`src/design/fq15_pkg.sv`:
```
// Shared types and constants for the Q15 FIR filter.
`timescale 1ns / 1ps

package fq15_pkg;

    // Sample and coefficient width
    localparam int DATA_W = 16;

    // Clip limits of the accumulated sum
    localparam logic signed [31:0] CLIP_HIGH = 32'sh3FFF_FFFF;
    localparam logic signed [31:0] CLIP_LOW  = 32'shC000_0000;

    // Clip status codes
    localparam logic [1:0] CLIP_NONE = 2'd0;
    localparam logic [1:0] CLIP_POS  = 2'd1;
    localparam logic [1:0] CLIP_NEG  = 2'd2;

    // Input mode codes
    localparam logic MODE_FILTER = 1'b0;
    localparam logic MODE_COEF   = 1'b1;

    // Control that travels with each tap read into the MAC
    typedef struct packed {
        logic valid;
        logic first;
        logic last;
    } mac_ctrl_t;

endpackage

```
`src/design/fq15_mac.sv`:
```
// Multiply-accumulate, clip and output scaling for the Q15 FIR filter.
`timescale 1ns / 1ps

module fq15_mac #(
    parameter int ACC_W = 41
) (
    input  logic                                  aclk,
    input  logic                                  aresetn,
    input  fq15_pkg::mac_ctrl_t                   ctrl,
    input  logic signed [fq15_pkg::DATA_W-1:0]    coef,
    input  logic signed [fq15_pkg::DATA_W-1:0]    smp,
    output logic                                  done,
    output logic signed [fq15_pkg::DATA_W-1:0]    filtered,
    output logic [1:0]                            status
);

    logic signed [2*fq15_pkg::DATA_W-1:0] prod_reg;
    fq15_pkg::mac_ctrl_t                  ctrl1_reg;
    logic signed [ACC_W-1:0]              acc_reg;
    logic                                 fin_reg;
    logic                                 done_reg;
    logic signed [fq15_pkg::DATA_W-1:0]   filt_reg;
    logic [1:0]                           status_reg;

    logic                                 clip_hi;
    logic                                 clip_lo;
    logic signed [30:0]                   clipped;
    logic [1:0]                           status_next;

    // Stage 1: multiply one tap
    always_ff @(posedge aclk) begin
        prod_reg <= coef * smp;
        if (!aresetn) begin
            ctrl1_reg <= '0;
        end else begin
            ctrl1_reg <= ctrl;
        end
    end

    // Stage 2: accumulate, restart on the first tap
    always_ff @(posedge aclk) begin
        if (ctrl1_reg.valid) begin
            if (ctrl1_reg.first) begin
                acc_reg <= ACC_W'(prod_reg);
            end else begin
                acc_reg <= acc_reg + ACC_W'(prod_reg);
            end
        end
        if (!aresetn) begin
            fin_reg <= 1'b0;
        end else begin
            fin_reg <= ctrl1_reg.valid && ctrl1_reg.last;
        end
    end

    // Clip the sum to the 31-bit range and flag which side
    always_comb begin
        clip_hi = acc_reg > ACC_W'(fq15_pkg::CLIP_HIGH);
        clip_lo = acc_reg < ACC_W'(fq15_pkg::CLIP_LOW);
        if (clip_hi) begin
            clipped     = fq15_pkg::CLIP_HIGH[30:0];
            status_next = fq15_pkg::CLIP_POS;
        end else if (clip_lo) begin
            clipped     = fq15_pkg::CLIP_LOW[30:0];
            status_next = fq15_pkg::CLIP_NEG;
        end else begin
            clipped     = acc_reg[30:0];
            status_next = fq15_pkg::CLIP_NONE;
        end
    end

    // Stage 3: register the scaled result (floor shift by 15)
    always_ff @(posedge aclk) begin
        if (fin_reg) begin
            filt_reg   <= clipped[30:15];
            status_reg <= status_next;
        end
        if (!aresetn) begin
            done_reg <= 1'b0;
        end else begin
            done_reg <= fin_reg;
        end
    end

    assign done     = done_reg;
    assign filtered = filt_reg;
    assign status   = status_reg;

endmodule
```
`config.mk`:
```
export PLATFORM = sky130hd
export DESIGN_NAME = fq15_mac
export DESIGN_NICKNAME = d
export VERILOG_FILES = /design/src/design/fq15_pkg.sv /design/src/design/fq15_mac.sv
export SDC_FILE = /design/constraint.sdc
export NUM_CORES = 1
export LEC_CHECK = 0
export BUFFER_PORTS_ARGS = -buffer_cell sky130_fd_sc_hd__buf_2
export CAP_MARGIN = 10
export CORE_ASPECT_RATIO = 1.1
export CORE_MARGIN = 2
export CORE_UTILIZATION = 35
export CTS_CLUSTER_DIAMETER = 50
export DETAILED_ROUTE_END_ITERATION = 10
export MAX_ROUTING_LAYER = met4
export REMOVE_ABC_BUFFERS = 1
export SETUP_SLACK_MARGIN = 0.02
export SYNTH_ARGS = -nofsm -noshare
export SYNTH_HDL_FRONTEND = slang
export SYNTH_SLANG_ARGS = --single-unit
export TNS_END_PERCENT = 1
```
`constraint.sdc`:
```
create_clock -name aclk -period 7.8 [get_ports aclk]
set_input_delay 0.39 -clock aclk [delete_from_list [all_inputs] [get_ports aclk]]
set_output_delay 0.39 -clock aclk [all_outputs]
set_load 0.05 [all_outputs]
```
==> metrics, run 1 <==
vias in the first global route 10900; Reg2Reg Depth 13; max-cap viol count 0; Num CTS Buffers 9; main combinational cell family by area after synthesis adder cells; Slew Limit Fails 0; DR pass1 iterations 5; Clk Latency, worst-skew pair around 0.36 ns; first-pass GRT wire length 54.2 mm; effective utilization at floorplan 35.3%; CP Capture Type flip-flop; simple-gate share of the synthesized area between 10% and 20%; Yosys reg bits 96; htree depth 3; synth warn 0; setup violators final 0; # diodes 0; largest net degree at the start of global routing 66; post-CTS setup buffers 0; drt via density 4.70; FP Rows 79; r2r endpoint acc_reg[28]; Async S/R FF share, synth 0%; post-synthesis mux area share 0.294%; Final Routed Wirelength 31.5 mm; CP Launch Type input pin; Worst-path clk slew 0.07 ns; status completed; Hold Crit Start ctrl[2]; crit share post-route 83.9%; kind of critical path input pin to flip-flop; fraction of layout cells with a size suffix above 1 5.46%; hold path endpoint ctrl1_reg[2]; Main synth FF type edfxtp_1; DP HPWL 26.9 mm; Via Count 10300; Largest register FFs a little over 40; total grt overflow 0; Max Fclk 153 MHz; register area share after synthesis about 17%; Wirelength per Cell around 14 um; Worst Hold Class input pin to flip-flop; Avg Cell Area, Syn 9.44 sq um; Synth Area in Compound Gates under 10%; initial DRC count 495; post-route minimum period 6.54 ns; fraction of the mapped netlist area in adder cells 45.5%; CTS hold repair buffers 0; IO Count 56; Worst EP required 8.09 ns; Cell variety after synth 65; final hold violation count 0; WP data arrival 6.83 ns; R2R setup slack about 4.1 ns; initial antenna violation count 0; core area about 0.042 sq mm; worst slew pin tran 1.11 ns; synthesized instance count 1580; Routed Antenna Nets 0; Max Fanout on Critical Path 16; CTS root buf clkbuf_16; CTS tree yes; Die Area 0.0443 sq mm; relative slew slack 25.9%; hold depth 2; # nets final 2029; RSZ-0062 raised after global routing false; GP Congestion 0.911; IO buf count 55; Synth Area in XOR/XNOR 3.93%; Max clock buf depth 2; die height 221 um; CTS Sinks 96; Horiz. Die Dim roughly 200 um; Total Neg Setup Slack 0 ns; DRC violations left 0; Critical R2R Launch prod_reg[0]; number of synthesized flops with an enable pin 59; clk_skew 0.0108 ns; All-Layer GR Usage 15.5%; Syn-to-layout area delta 7.90%; Post-Syn Area 0.0149 sq mm; Post-CTS Resized 0
-- logic make-up (layout without fill, tap and decap cells) --
logic type | after synthesis | count (layout)
AND/OR/NAND/NOR | 443 | 443
adder cells (fa/ha/maj) | 385 | 385
buffers and inverters | 357 | 389
AO/OA/AOI/OAI | 228 | 228
flip-flops | 96 | 96
XOR/XNOR | 67 | 67
multiplexers | 4 | 4
-- cell usage after synthesis, types with 7 or more instances --
cell | count | area, sq um
dfxtp_1 | 37 | 741
ha_1 | 122 | 1530
nor3_1 | 15 | 75.1
a211oi_1 | 7 | 52.6
nand2_1 | 179 | 672
edfxtp_1 | 59 | 1770
o21a_1 | 8 | 60.1
a21oi_1 | 56 | 280
o21ai_0 | 43 | 215
o21bai_1 | 10 | 75.1
a21o_1 | 38 | 285
fa_1 | 263 | 5270
nor2_1 | 49 | 184
inv_1 | 312 | 1170
and2_1 | 134 | 838
nand3_1 | 13 | 65.1
xor2_1 | 16 | 140
clkbuf_1 | 42 | 158
o21ai_1 | 23 | 115
nand4_1 | 9 | 56.3
xnor2_1 | 51 | 447
nand2b_1 | 16 | 100
-- final cells by class --
type | instances | area [sq um]
clock buffer | 9 | 225
clock inverter | 7 | 88.8
fill | 4252 | 26100
inverter | 313 | 1170
multi-input combinational | 1127 | 11100
sequential | 96 | 2510
tap | 567 | 709
timing repair buffer | 60 | 313
-- worst max-delay path, cell delays in order --
cell	delay, ns
buf_2	0.20
and2_1	0.21
fa_1	0.53
inv_1	0.05
fa_1	0.53
inv_1	0.05
fa_1	0.50
fa_1	0.53
fa_1	0.54
inv_1	0.05
fa_1	0.53
inv_1	0.05
ha_1	0.35
a21o_1	0.18
a21o_1	0.19
a2111oi_0	0.43
o32ai_1	0.17
nor2_1	0.23
o21ai_1	0.20
a2111oi_0	0.43
o21bai_1	0.13
a21oi_1	0.20
xnor2_1	0.14
-- layout by cell type (no fill, tap or decap), types with 16 or more instances in the layout --
cell and instances:
buf_2 55, nand2b_1 16, dfxtp_1 35, ha_1 122, and2_1 134, xor2_1 16, fa_1 263, o21ai_1 23
xnor2_1 51, inv_1 312, a21oi_1 56, edfxtp_1 59, nor2_1 49, o21ai_0 43, nand2_1 179, a21o_1 38
-- routing by layer --
metal | track usage [%] | routed length, um | vias to the layer above
met5 | - | 0 | -
met4 | 4.25 | 603 | 0
met3 | 1.78 | 1190 | 34
met2 | 24.8 | 14000 | 197
met1 | 21.1 | 15700 | 5000
li1 | - | - | 5019
-- worst max path at each step --
stage | to | slack [ns] | start
floorplan | prod_reg[30] | 1.62 | coef[5]
global placement | prod_reg[30] | 0.97 | coef[5]
detailed placement | prod_reg[31] | 0.95 | coef[6]
CTS | prod_reg[31] | 1.33 | coef[6]
global route | prod_reg[30] | 0.86 | coef[5]
finish | prod_reg[30] | 1.26 | coef[5]
-- through the flow --
stage | utilization [%] | hold WS, ns | setup slack (ns) | std cells | cell area [sq um]
2_1_floorplan | - | 0.429 | 1.62 | 1536 | 14800
4_1_cts | 38.1 | 0.226 | 1.33 | 2179 | 16100
5_1_grt | 38.1 | 0.236 | 0.861 | 2179 | 16100
3_5_place_dp | 37.4 | 0.446 | 0.945 | 2163 | 15800
6_report | 38.1 | 0.238 | 1.26 | 2179 | 16100
3_3_place_gp | 37.4 | 0.447 | 0.969 | 2163 | 15800
Power of run 1 is left out: the tool's default activity adds up to more than one toggle a clock period on the data nets, which glitch-free logic cannot reach.
==> run 2, diff against run 1 <==
- clock period: 7.8 -> 5.63 ns (I/O delays scaled with it)
==> metrics, run 2 (same netlist as run 1, synthesis figures left out) <==
status finished, violations left; failing checks negative setup slack; fraction of layout cells with a size suffix above 1 17.0% (+12 points); hold path endpoint ctrl1_reg[2]; Hold Crit Start ctrl[2]; Routed Antenna Nets 0 (unchanged); R2R setup slack 2.04 ns (-2.07 ns); Worst EP required 5.87 ns (-2.22 ns); DP HPWL 29.2 mm (+8.8%); CP Capture Type flip-flop; Syn-to-layout area delta 18.4%; total grt overflow 0 (unchanged); core area 0.0422 sq mm (unchanged); initial antenna violation count 0 (unchanged); # nets final 2184 (+7.6%); most frequent cells in the layout 304 x inv_1, 253 x fa_1, 179 x nand2_1, 156 x buf_4, 120 x and2_1; worst slew pin tran 1.09 ns (-0.0227 ns); Filler cells 4140 (-2.6%); Wirelength per Cell 14.5 um (+0.67%); RSZ-0062 raised after global routing true; Reg2Reg Depth 13 (unchanged); commonest non-fill, non-tap cell in the layout inv_1; htree depth 3 (unchanged); CP Launch Type input pin; Num CTS Buffers 9 (unchanged); IO Count 56 (unchanged); IO buf count 55 (unchanged); CTS tree yes; Max Fanout on Critical Path 5 (-11); first-pass GRT wire length 56.7 mm (+4.5%); final hold violation count 0 (unchanged); initial DRC count 608 (+23%); die height 221 um (unchanged); FP Rows 79 (unchanged); r2r endpoint acc_reg[28]; DR pass1 iterations 5 (unchanged); crit share post-route 102%; CTS root buf clkbuf_16; Die Area 0.0443 sq mm (unchanged); Horiz. Die Dim 201 um (unchanged); Clk Latency, worst-skew pair 0.35 ns (about the same); kind of critical path input pin to flip-flop; Max clock buf depth 2 (unchanged); # diodes 0 (unchanged); Largest register FFs 41 (unchanged); Worst Hold Class input pin to flip-flop; Final Routed Wirelength 34.0 mm (+7.8%); worst slack at placement -0.913 ns (-1.86 ns); hold depth 2 (unchanged); Max Fclk 173 MHz; Slew Limit Fails 0 (unchanged); CTS Sinks 96 (unchanged); All-Layer GR Usage 16.2% (+0.71 points); effective utilization at floorplan 35.3% (unchanged); Critical R2R Launch acc_reg[0]; clk_skew 0.0105 ns (-0.000346 ns); vias in the first global route 11500 (+4.7%); Via Count 10900 (+6.8%); largest net degree at the start of global routing 66 (unchanged); final worst setup slack -0.138 ns (-1.40 ns); CTS hold repair buffers 0 (unchanged); relative slew slack 27.4% (+1.5 points); WP data arrival 6.01 ns (-0.82 ns); setup violators final 4 (+4); DRC violations left 0 (unchanged); GP Congestion 0.920 (+1.0%); post-route minimum period a little under 6 ns; max-cap viol count 0 (unchanged); Worst-path clk slew 0.08 ns (about the same); drt via density 4.69 (-0.27%)
==> run 2: changes by cell type in the layout (fill, tap and decap cells not counted), sizes merged <==
cell	change
clkbuf	+1
clkinv	-3
clkinvlp	+1
buf	+154
inv	+2
==> run 2: repair_timing <==
item	4_1_cts	5_1_grt
setup buffers	24	0
pin swaps	66	11
endpoints found under the hold margin	0	0
setup endpoints to repair	7	8
gates resized for setup	101	8
==> run 2: how the worst max path moves through the flow <==
stage	startpoint	endpoint	slack, ns	depth (start not counted)
CTS	coef[5]	prod_reg[31]	-0.08	23
finish	coef[7]	prod_reg[31]	-0.14	23
detailed placement	coef[5]	prod_reg[30]	-0.91	23
floorplan	coef[5]	prod_reg[30]	-0.44	22
global placement	coef[5]	prod_reg[30]	-0.84	23
global route	smp[4]	prod_reg[31]	-0.35	24
==> run 2: stage by stage <==
stage          setup TNS, ns  area [sq um]  hold slack (ns)  utilization [%]  instances
5_1_grt                -1.75         17700            0.129             41.8       2334
6_report              -0.338         17700            0.138             41.8       2334
3_3_place_gp           -4.93         16800            0.447             39.8       2294
2_1_floorplan          -1.33         14800            0.403                -       1536
4_1_cts               -0.144         17600            0.127             41.8       2334
3_5_place_dp           -5.79         16800            0.439             39.8       2294
==> run 2: layout make-up <==
type	instances	area [sq um]	area share, %
Clock inverter	7	96.3	0.546
Multi-Input combinational cell	1127	11300	64.0
Clock buffer	9	225	1.28
Sequential cell	96	2510	14.2
Timing Repair Buffer	215	1640	9.26
Inverter	313	1170	6.65
Tap cell	567	709	4.02
==> run 2: worst max-delay path, stage by stage <==
cell	delay, ns
buf_4	0.14
and2_4	0.16
fa_1	0.53
inv_2	0.05
fa_1	0.47
fa_2	0.55
inv_2	0.04
fa_1	0.46
fa_1	0.51
inv_2	0.04
fa_1	0.51
inv_2	0.05
ha_4	0.21
a21o_1	0.17
a21o_1	0.18
a211oi_2	0.21
o31a_1	0.23
o211ai_1	0.16
a31o_1	0.23
or4_4	0.42
a31o_1	0.20
a21oi_2	0.13
xnor2_1	0.08
==> run 2: metal layers <==
metal  global-route usage [%]  share of wire, %
met4                     3.83               1.6
met1                     21.0                47
met5                        -                 0
met2                     28.1                49
met3                     1.13               2.7
Power of run 2 is left out for the same reason.
==> run 3, diff against run 2 <==
- CORE_ASPECT_RATIO: 1.1 -> 2
- MAX_ROUTING_LAYER: met4 -> unset
- clock period: 5.63 -> 5.8 ns (I/O delays scaled with it)
==> metrics, run 3 (same netlist as run 1, synthesis figures left out) <==
status finished, violations left; failing checks negative setup slack; Filler cells 4245 (+2.5%); Largest register FFs 41 (unchanged); Worst EP required 6.04 ns (+0.17 ns); final worst setup slack -0.00493 ns (+0.133 ns); core area 0.0423 sq mm (+0.23%); routed metal-1 wire length 14.2 mm (-12%); vias in the first global route 12500 (+9.4%); Syn-to-layout area delta 17.8%; hold depth 2 (unchanged); Routed Antenna Nets 0 (unchanged); CTS Sinks 96 (unchanged); worst slack at placement -0.737 ns (+0.176 ns); Worst-path clk slew 0.07 ns (about the same); commonest non-fill, non-tap cell in the layout inv_1; first-pass GRT wire length 61.0 mm (+7.6%); All-Layer GR Usage 17.3% (+1.0 points); Num CTS Buffers 9 (unchanged); FF/Latch Area 0.00251 sq mm (unchanged); Clk Latency, worst-skew pair 0.35 ns (about the same); CTS tree yes; crit share post-route 100%; Max clock buf depth 2 (unchanged); effective utilization at floorplan 35.3% (-0.083 points); post-route minimum period 5.80 ns; most frequent cells in the layout 302 x inv_1, 254 x fa_1, 179 x nand2_1, 154 x buf_4, 127 x and2_1; max-cap viol count 0 (unchanged); Slew Limit Fails 0 (unchanged); Critical R2R Launch prod_reg[0]; relative slew slack 28.1% (+0.63 points); Reg2Reg Depth 13 (unchanged); Hold Crit Start ctrl[2]; final hold violation count 0 (unchanged); htree depth 3 (unchanged); Total Neg Setup Slack -0.00493 ns (+0.333 ns); IO Count 56 (unchanged); kind of critical path input pin to flip-flop; FP Rows 107 (+35%); RSZ-0062 raised after global routing true; DRC violations left 0 (unchanged); DP HPWL 30.4 mm (+3.9%); initial antenna violation count 2 (+2); Wirelength per Cell 15.4 um (+5.9%); Worst Hold Class input pin to flip-flop; fraction of layout cells with a size suffix above 1 16.4% (-0.66 points); GP Congestion 0.857 (-6.9%); r2r endpoint acc_reg[28]; DR WL met2 19.6 mm (+19%); CP Capture Type flip-flop; die height 296 um (+34%); highest metal used met4; largest net degree at the start of global routing 43 (-35%); # nets final 2182 (-0.092%); Final Routed Wirelength 35.6 mm (+4.9%); IO buf count 55 (unchanged); crit path from smp[6]; R2R setup slack 2.24 ns (+0.20 ns); clk_skew 0.0105 ns (+0.0000456 ns); DR pass1 iterations 4 (-1); Die Area 0.0444 sq mm (+0.22%); drt via density 4.82 (+2.8%); CTS root buf clkbuf_16; Horiz. Die Dim 150 um (-25%); worst slew pin tran 1.08 ns (-0.00945 ns); initial DRC count 405 (-33%); DR WL met3 1.36 mm (+48%); Via Count 11200 (+1.9%); Max Fclk 172 MHz; WP data arrival 6.05 ns (+0.04 ns); CP Launch Type input pin; setup violators final 1 (-3); Max Fanout on Critical Path 6 (+1); Area after DPL 0.0168 sq mm (about the same); area of the multi-input gates 0.0113 sq mm (about the same); final instance area 0.0176 sq mm (-0.43%); hold path endpoint ctrl1_reg[2]; total grt overflow 0 (unchanged)
-- run 3: changes by cell type in the layout (fill, tap and decap cells not counted), sizes merged --
cell,change
buf,-2
clkbuf,+2
diode,+2
bufinv,-1
clkinv,-1
clkinvlp,+1
inv,-1
-- run 3: metrics by stage --
step,util [%],std cells,hold slack (ns)
after global placement,39.6,2274,0.432
after floorplan,-,1536,0.412
final,41.6,2312,0.137
after global routing,41.6,2312,0.148
after detailed placement,39.6,2274,0.456
after CTS,41.4,2310,0.135
-- run 3: how the worst max path moves through the flow --
| stage | end | cells after the start |
|---|---|---|
| after floorplan | prod_reg[30] | 22 |
| after global placement | prod_reg[30] | 23 |
| after detailed placement | prod_reg[30] | 23 |
| after CTS | prod_reg[31] | 23 |
| after global routing | prod_reg[31] | 25 |
| final | prod_reg[31] | 25 |
-- run 3: what timing repair did --
action | in CTS | in global routing
resized for setup | 87 | 12
setup endpoints to repair | 5 | 7
hold endpoints to repair | 0 | 0
buffers inserted | 20 | 0
pin swaps | 67 | 11
hold buffers | 0 | 0
-- run 3: layout make-up --
cell class | count | share of cell area [%]
multi-input combinational | 1127 | 64.2
antenna | 2 | 0.0285
inverter | 313 | 6.68
tap | 545 | 3.88
clock buffer | 11 | 1.44
timing repair buffer | 213 | 9.20
sequential | 96 | 14.3
clock inverter | 5 | 0.249
-- run 3: critical path, cell delays in order --
cell	delay, ns
buf_8	0.11
buf_12	0.12
buf_8	0.12
and2_4	0.13
fa_1	0.47
inv_1	0.05
fa_1	0.45
fa_1	0.50
inv_2	0.04
fa_1	0.50
fa_1	0.51
inv_2	0.04
fa_1	0.52
inv_2	0.05
ha_4	0.21
a21o_1	0.19
a21oi_2	0.15
o21ai_1	0.09
a31oi_1	0.23
o211ai_1	0.16
a31o_1	0.22
or4_4	0.48
a31o_1	0.20
a21oi_2	0.13
xnor2_1	0.08
-- run 3: per-layer routing --
| metal | vias to the layer above | track usage [%] |
|---|---|---|
| li1 | 5336 | - |
| met1 | 5598 | 19.9 |
| met2 | 183 | 33.6 |
| met3 | 37 | 2.42 |
| met4 | 0 | 3.20 |
| met5 | - | 0 |
Power of run 3 is left out for the same reason.
